==> config.mk <==
export PLATFORM = sky130hd
export DESIGN_NAME = nfa_ram
export DESIGN_NICKNAME = d
export VERILOG_FILES = /design/src/next_fit_free_list_allocator_core_assert.svh /design/src/nfa_ram.sv
export SDC_FILE = /design/constraint.sdc
export NUM_CORES = 1
export LEC_CHECK = 0
export BUFFER_PORTS_ARGS = -buffer_cell sky130_fd_sc_hd__buf_4
export CAP_MARGIN = 15
export CORE_ASPECT_RATIO = 1.2
export CORE_MARGIN = 4
export CORE_UTILIZATION = 56
export CTS_CLUSTER_DIAMETER = 60
export DETAILED_ROUTE_END_ITERATION = 7
export PLACE_DENSITY = 0.7
export SYNTH_ARGS = -nofsm -noshare
export SYNTH_HDL_FRONTEND = slang
export SYNTH_SLANG_ARGS = --single-unit
==> constraint.sdc <==
create_clock -name i_clk -period 1.9 [get_ports i_clk]
set_input_delay 0.19 -clock i_clk [delete_from_list [all_inputs] [get_ports i_clk]]
set_output_delay 0.19 -clock i_clk [all_outputs]
set_load 0.1 [all_outputs]
==> src/next_fit_free_list_allocator_core_assert.svh <==
// Assertion macros for the allocator core.
`ifndef NEXT_FIT_FREE_LIST_ALLOCATOR_CORE_ASSERT_SVH
`define NEXT_FIT_FREE_LIST_ALLOCATOR_CORE_ASSERT_SVH
`ifndef SYNTHESIS
`define NFA_ASSERT_IMPL(label, clk, rst_n, prop) \
    label: assert property (@(posedge clk) disable iff (!rst_n) prop) \
        else $error("assertion failed");
`define NFA_ASSERT_RESET(label, clk, prop) \
    label: assert property (@(posedge clk) prop) else $error("reset check failed");
`else
`define NFA_ASSERT_IMPL(label, clk, rst_n, prop)
`define NFA_ASSERT_RESET(label, clk, prop)
`endif
`endif

==> src/nfa_ram.sv <==
module nfa_ram #(
    parameter int WIDTH = 8,
    parameter int DEPTH = 16
) (
    input  logic                     i_clk,
    input  logic                     i_we,
    input  logic [$clog2(DEPTH)-1:0] i_waddr,
    input  logic [WIDTH-1:0]         i_wdata,
    input  logic [$clog2(DEPTH)-1:0] i_raddr,
    output logic [WIDTH-1:0]         o_rdata
);
    logic [WIDTH-1:0] r_mem [DEPTH];

    always_ff @(posedge i_clk) begin
        if (i_we) begin
            r_mem[i_waddr] <= i_wdata;
        end
        o_rdata <= r_mem[i_raddr];
    end
endmodule

==> flow_metrics.env <==
export IMPL_area_growth_pct=23.2
export IMPL_ys_types=19
export IMPL_max_freq_ghz=0.719
export IMPL_slew_headroom_pct=72.6
export IMPL_dp_cells=390
export IMPL_die_h_um=113
export IMPL_drtAntennaViolNets=0
export IMPL_grt_usage_pct=20.4
export IMPL_yosysWarnings=0
export IMPL_cts_buffers=17
export IMPL_holdWs_ns=0.150
export IMPL_min_period_ns=1.39
export IMPL_cap_violations=0
export IMPL_antenna_found_initial=0
export IMPL_dpl_instance_area_um2=5610
export IMPL_syn_avg_cell_area_um2=22.5
export IMPL_ir_worst_vdd_uv=670
export IMPL_syn_inst=229
export IMPL_hold_viol=0
export IMPL_io_buffers=25
export IMPL_yosys_top_cells_area="edfxtp_1 (75%), mux4_2 (7.9%), mux4_1 (7.1%), dfxtp_1 (3.1%), a22oi_1 (2.3%)"
export IMPL_grt_first_pass_wirelength_mm=15.1
export IMPL_cp_end_kind="register"
export IMPL_fin_crit_sh_pct=73.2
export IMPL_instances_no_fill=430
export IMPL_ys_seq_area_share_pct=77.8
export IMPL_clock_latency_ns=0.52
export IMPL_antenna_cells=0
export IMPL_synth_cell_area_um2=5150
export IMPL_cp_required_ns=2.30
export IMPL_final_area_um2=6340
export IMPL_fillCellCount=529
export IMPL_synth_async_reset_ratio_pct=0
export IMPL_wire_per_inst_um=22.4
export IMPL_regArea_um2=4000
export IMPL_fin_util_pct=70.6
export IMPL_clockRootBuffer="clkbuf_8"
export IMPL_switching_share_pct=19.6
export IMPL_cts_setup_buffers=0
export IMPL_core_area_um2=8990
export IMPL_cts_clk_slew_worst_paths_ns=0.06
export IMPL_die_area_um2=10800
export IMPL_drive_gt1_share_pct=32.3
export IMPL_die_w_um=95.5
export IMPL_post_synth_top_area_cell="edfxtp_1"
export IMPL_p_total_mw=7.42
export IMPL_setup_viol=0
export IMPL_ys_top_cells_by_count="edfxtp_1 (128), mux4_2 (18), a22oi_1 (16), mux4_1 (14), nor2_1 (13)"
export IMPL_run_status="completed"
export IMPL_drtIter0Drc=209
export IMPL_critPathKind="reg -> reg"
export IMPL_rsz0062_at_grt="false"
export IMPL_yosysTopAreaCellShare_pct=74.7
export IMPL_crit_arrival_ns=1.79
export IMPL_drc=0
export IMPL_finalWirelength_mm=9.63
export IMPL_clock_sinks=136
export IMPL_grt_pass1_vias=2595
export IMPL_place_ws_ns=0.214
export IMPL_tns_ns=0
export IMPL_fin_skew_ns=0.00494
export IMPL_power_density_nw_per_um2=1170
export IMPL_synth_nets=247
export IMPL_start_util_pct=57.3
export IMPL_crit_path_start_kind="register"
export IMPL_synth_seq_cells=136
export IMPL_comb_power_share_pct=6.6
export IMPL_critPathLaunch="r_mem[1][5]"
export IMPL_worst_slack_ns=0.509
export IMPL_multi_input_area_um2=1060
export IMPL_p_int_mw=5.96
export IMPL_r2r_start="r_mem[1][5]"
export IMPL_rows=38
export IMPL_hold_path_class="in -> reg"
export IMPL_slew_violations=0
export IMPL_synth_edf_count=128
export IMPL_vias=2524
export IMPL_viasPerCell=5.87
export IMPL_tightest_slew_ns=0.411
export IMPL_grt_overflow=0
export IMPL_seq_power_share_pct=45.5
export IMPL_htreeDepth=4
export IMPL_power_switching_mw=1.46
export IMPL_dpl_hpwl_mm=6.14
export IMPL_globalplace_congestion=0.794
export IMPL_fin_nets=315
export IMPL_synthMostInstantiatedCell="edfxtp_1"
export IMPL_power_frac_clock_pct=47.9
export IMPL_hp_start="i_waddr[3]"
export IMPL_grt_max_degree=19
export IMPL_cts_path_max_buffers=2
export IMPL_leakage_nw=2.21
export IMPL_dr_pass1_iters=5
export IMPL_cts_tree="built"
export IMPL_crit_fanout=1
export IMPL_synthFlopType="edfxtp_1"
export IMPL_regToRegSetupSlack_ns=0.51
export IMPL_io_pins=26
-- layer usage --
layer / share of wire [%] / up-vias / GRT usage, %
met4: 1.4 / 0 / 7.78
met2: 50 / 115 / 30.7
met5: 0 / - / 0
met1: 41 / 1286 / 28.4
met3: 7.2 / 12 / 6.45
li1: - / 1111 / -
-- critical path, stage by stage (launching register included) --
cell and delay, ns:
edfxtp_1 0.36, mux4_1 0.52, a22oi_1 0.30, nand2_1 0.09
-- registers in the layout (all words and copies together) (netlist names) --
| name | cells |
|---|---|
| o_rdata | 8 |
| r_mem | 128 |
-- worst paths after layout --
path / endpoint / cells after the start
worst max register to register: o_rdata[5] / 3
worst min-delay path: r_mem[2][4] / 3
worst max-delay path: o_rdata[5] / 3
worst min register to register: o_rdata[0] / 3
-- timing repair --
action | in CTS | in global routing
hold endpoints to repair | 128 | 0
hold buffers | 8 | 0
gates resized for setup | 0 | 0
endpoints found under the setup margin | 0 | 0
-- power by group through the flow --
stage	registers (mW)	logic [mW]	clock network [mW]
floorplan	3.58	0.170	0
global placement	3.43	0.475	0
detailed placement	3.44	0.481	0
CTS	3.38	0.496	3.60
global route	3.38	0.522	3.75
finish	3.37	0.491	3.55
-- cell type report --
class	instances	share of cell area [%]
clock inverter	8	2.60
multi-input combinational	83	16.7
tap	120	2.37
clock buffer	24	7.73
timing repair buffer	59	7.50
sequential	136	63.1
-- cell usage in the layout (no fill, tap or decap), drive strengths merged --
cell,synthesis,final
dlygate4sd3,0,8
and2b,1,1
clkbuf,0,24
nand3b,2,2
mux4,32,32
nand2,9,9
a22oi,16,16
nand3,1,1
and2,1,1
dfxtp,8,8
buf,7,51
nor2,13,13
edfxtp,128,128
or3b,1,1
nor3,4,4
nor2b,1,1
clkinv,0,3
bufinv,0,5
nand2b,2,2
-- cell families (layout without fill, tap and decap cells) --
| logic type | Yosys count | count (layout) | synth area share (%) |
|---|---|---|---|
| DFF | 136 | 136 | 77.8 |
| and+or+nand+nor | 35 | 35 | 3.18 |
| muxes | 32 | 32 | 15.0 |
| AOI/OAI and AO/OA | 16 | 16 | 2.33 |
| buffers and inverters | 10 | 91 | 1.68 |
Note: power is estimated with default switching activity, not from simulation.
