[config.mk]
export PLATFORM = sky130hd
export DESIGN_NAME = nfa_alu
export DESIGN_NICKNAME = d
export VERILOG_FILES = /design/src/next_fit_free_list_allocator_core_assert.svh /design/src/nfa_alu.sv
export SDC_FILE = /design/constraint.sdc
export NUM_CORES = 1
export LEC_CHECK = 0
export BUFFER_PORTS_ARGS = -buffer_cell sky130_fd_sc_hd__buf_2
export CORE_AREA = 2 2 65 67
export DETAILED_ROUTE_END_ITERATION = 6
export DIE_AREA = 0 0 67 69
export SLEW_MARGIN = 40
export SYNTH_ARGS = -nofsm -noshare
export SYNTH_HDL_FRONTEND = slang
export SYNTH_SLANG_ARGS = --single-unit
[constraint.sdc]
create_clock -name vclk -period 2.35
set_input_delay 0.235 -clock vclk [all_inputs]
set_output_delay 0.235 -clock vclk [all_outputs]
set_load 0.05 [all_outputs]
[src/next_fit_free_list_allocator_core_assert.svh]
// Assertion macros for the allocator core.
`ifndef NEXT_FIT_FREE_LIST_ALLOCATOR_CORE_ASSERT_SVH
`define NEXT_FIT_FREE_LIST_ALLOCATOR_CORE_ASSERT_SVH
`ifndef SYNTHESIS
`define NFA_ASSERT_IMPL(label, clk, rst_n, prop) \
    label: assert property (@(posedge clk) disable iff (!rst_n) prop) \
        else $error("assertion failed");
`define NFA_ASSERT_RESET(label, clk, prop) \
    label: assert property (@(posedge clk) prop) else $error("reset check failed");
`else
`define NFA_ASSERT_IMPL(label, clk, rst_n, prop)
`define NFA_ASSERT_RESET(label, clk, prop)
`endif
`endif

[src/nfa_alu.sv]
// Shared unit: one add or subtract, an equal compare and a greater-or-equal compare per cycle.
module nfa_alu #(
    parameter int W = 14
) (
    input  logic [W-1:0] i_a,
    input  logic [W-1:0] i_b,
    input  logic         i_sub,
    output logic [W:0]   o_res,
    output logic         o_eq,
    output logic         o_ge
);
    assign o_res = i_sub ? ({1'b0, i_a} - {1'b0, i_b}) : ({1'b0, i_a} + {1'b0, i_b});
    assign o_eq  = (i_a == i_b);
    assign o_ge  = (i_a >= i_b);
endmodule

==> impl_metrics.yaml <==
setup_path:
  critical_path_arrival_ns: 2.39
  crit_path_max_fanout: 2
  cpMaxStageDelayCell: "sky130_fd_sc_hd__or4_4"
  slowest_delay_ns: 0.43
  timing.critical_path.mode_cell: "sky130_fd_sc_hd__inv_4"
  crit_chain: "buf_8 -> inv_4 -> ha_4 -> inv_4 -> fa_2 -> a211oi_2 -> o21ai_1 -> and3_1 -> or4_4 -> a22oi_2 -> xnor2_2 -> buf_6"
  startpoint_type: "primary input"
  criticalPathCategory: "primary input to output pin"
  timing.critical_path.to_type: "output pin"
  cp_data_required_time_ns: 2.12
layout:
  layout-drive-gt1-share_pct: 48.7
  seq_cell_count: 0
  fillCellCount: 361
  stdcell_count: 358
  antenna-diode-count: 0
  flow.area_growth_from_synthesis_pct: 73.5
  final_area_um2: 2500
  total_of_clock_buffers_placed_in_the_layout: 0
  final_util_pct: 64.0
  finalNetCount: 369
  final-seq-area_um2: 0
route:
  vias: 1851
  detail-route-antenna-nets: 0
  drcViolationCount: 0
  drt_pass1_iterations: 4
  route.final.wire_length_um: 4670
  via_to_cell_ratio: 5.17
  first_iter_violations: 143
  post_drt_wl_per_cell_um: 13.1
hold_path:
  holdCritPathClass: "primary input to output pin"
  worst_hold_startpoint: "i_b[0]"
  hold-path-cell-count: 4
  hold_path_end: "o_res[0]"
logic_synthesis:
  synth_top_cell_by_area: "sky130_fd_sc_hd__ha_1"
  netlist-cell-type-count: 42
  synth_area_um2: 1440
  post_synth_inst_count: 216
  synth_top_cells_by_area: "sky130_fd_sc_hd__ha_1 (24%), sky130_fd_sc_hd__inv_1 (6.8%), sky130_fd_sc_hd__a21oi_1 (5.6%)"
  yosys_warnings: 0
  synth_fp_nets: 275
  postSynthAreaPerCell_um2: 6.68
  netlist.area_leader.share_pct: 24.3
  synth_seq_area_share_pct: 0
sta:
  slew_headroom_pct: 67.2
  rsz0062_at_grt: "yes"
  finalWorstPathRequiredPeriod_ns: 2.63
  post_route_setup_slack_ns: -0.278
  hold_viol_final: 0
  fmax_ghz: 0.381
  timing.final.crit_share_pct: 112
  report.final.setup_viol: 4
  slew_viol_final: 0
  tightest_slew_ns: 0.479
global_route:
  grt_pass1_wl_um: 7700
  gr-max-usage-layer: "met2"
  grt.overflow.total: 0
  met1_usage_in_global_routing_pct: 29.3
  grt_antenna_before_repair: 0
  grt_start_max_net_pins: 19
  grt_use_total_pct: 20.0
  grt_util_met2_pct: 32.7
  via_count_of_the_first_global_routing_pass: 1742
  met3_usage_pct: 1.31
placed_design:
  gp_congestion: 0.931
  quantity_of_i_o_buffers_inserted_on_ports: 46
  place.detailed.instances: 355
  placed_area_um2: 2190
  place_worst_setup_slack_ns: -0.496
  post-dp-hpwl_um: 3710
die:
  die_height_um: 69
  starting_density_of_the_core_pct: 36.9
  die_area_um2: 4620
  core_area_um2: 3910
  die-width_um: 67
  top_level_ports: 46
  floorplan.rows: 23
power:
  power_density_nw_per_um2: 369
  irDropWorstVdd_mv: 0.282
  leakage_uw: 0.00121
run_status:
  run_status: "complete, but fails checks"
  violations: "negative setup slack"
run:
  max_cap_viol_count: 0
clock_tree:
  cts_hold_buf: 0
==> timing repair <==
| item | 4_1_cts | 5_1_grt |
|---|---|---|
| endpoints found under the setup margin | 9 | 11 |
| setup buffers | 2 | 2 |
| pin swaps | 15 | 10 |
| resized for setup | 43 | 29 |
==> layout make-up <==
cell class	instances	area [µm²]	share of cell area, %
multi-input combinational	178	1600	63.8
timing repair buffer	104	741	29.6
inverter	26	103	4.10
tap	50	62.6	2.50
==> power breakdown <==
group	internal, µW	total (µW)	leakage [µW]	switching (µW)
Combinational	389	925	0.00121	535
Sequential	0	0	0	0
Clock	0	0	0	0
Total	389	925	0.00121	535
==> placed cells by master, fill, tap and decap left out, drive strengths merged, types with 3 or more instances in the layout <==
cell | synthesis | routed
a211o | 3 | 3
a211oi | 7 | 7
a21oi | 16 | 16
a22oi | 3 | 3
and3 | 3 | 3
buf | 3 | 103
ha | 28 | 28
inv | 26 | 26
nand2 | 9 | 9
nand2b | 4 | 4
nand3 | 5 | 5
nand4 | 3 | 3
nor2 | 20 | 20
nor2b | 5 | 5
nor3 | 5 | 5
o21a | 3 | 3
o21ai | 19 | 19
o21bai | 5 | 5
o22ai | 4 | 4
o31ai | 3 | 3
xnor2 | 9 | 9
xor2 | 3 | 3
==> stage by stage <==
step | total power [µW] | hold slack [ns] | TNS, ns
floorplan | 542 | 0.775 | -0.413
global placement | 788 | 0.931 | -2.16
detailed placement | 792 | 0.940 | -2.24
CTS | 881 | 0.899 | -0.454
global route | 986 | 0.915 | -1.01
finish | 925 | 0.900 | -0.527
==> worst max-delay path by stage <==
stage                  from  cells past startpoint         to
floorplan           i_b[10]                      6       o_ge
global placement     i_a[0]                     12  o_res[10]
detailed placement   i_a[0]                     12  o_res[10]
CTS                  i_a[0]                     12  o_res[10]
global route         i_a[0]                     12  o_res[10]
finish               i_a[0]                     12  o_res[10]
==> cell usage after synthesis, types with 3 or more instances <==
library cell and number:
sky130_fd_sc_hd__a211o_1 3, sky130_fd_sc_hd__o21bai_1 5, sky130_fd_sc_hd__o22ai_1 4, sky130_fd_sc_hd__nand2_1 9, sky130_fd_sc_hd__nand2b_1 4, sky130_fd_sc_hd__ha_1 28, sky130_fd_sc_hd__nor3_1 5, sky130_fd_sc_hd__nand4_1 3
sky130_fd_sc_hd__clkbuf_1 9, sky130_fd_sc_hd__o21a_1 3, sky130_fd_sc_hd__xor2_1 3, sky130_fd_sc_hd__nand3_1 5, sky130_fd_sc_hd__o21ai_0 14, sky130_fd_sc_hd__o31ai_1 3, sky130_fd_sc_hd__xnor2_1 9, sky130_fd_sc_hd__a211oi_1 6
sky130_fd_sc_hd__nor2_1 20, sky130_fd_sc_hd__nor2b_1 5, sky130_fd_sc_hd__and3_1 3, sky130_fd_sc_hd__inv_1 26, sky130_fd_sc_hd__a21oi_1 16, sky130_fd_sc_hd__o21ai_1 5
==> worst max-delay path, delay by kind of cell <==
family | cells | cell delay, ns
compound gates | 3 | 0.57
buf+inv | 4 | 0.35
fa+ha+maj | 2 | 0.48
xor+xnor | 1 | 0.13
simple gates | 2 | 0.63
==> kinds of logic (layout without fill, tap and decap cells) <==
logic type	count (synthesis)	in the layout	share of synthesized area, %
buf+inv	38	130	10.6
xor+xnor	12	12	7.29
compound gates	73	73	32.8
simple gates	62	62	21.6
fa+ha+maj	30	30	27.1
mux	1	1	0.694
==> layer usage <==
metal,vias up,part of all wire [%]
met5,-,0
met2,57,48
met4,0,0.51
met1,842,46
li1,949,-
met3,3,5.3
(Power assumes the default switching activity.)
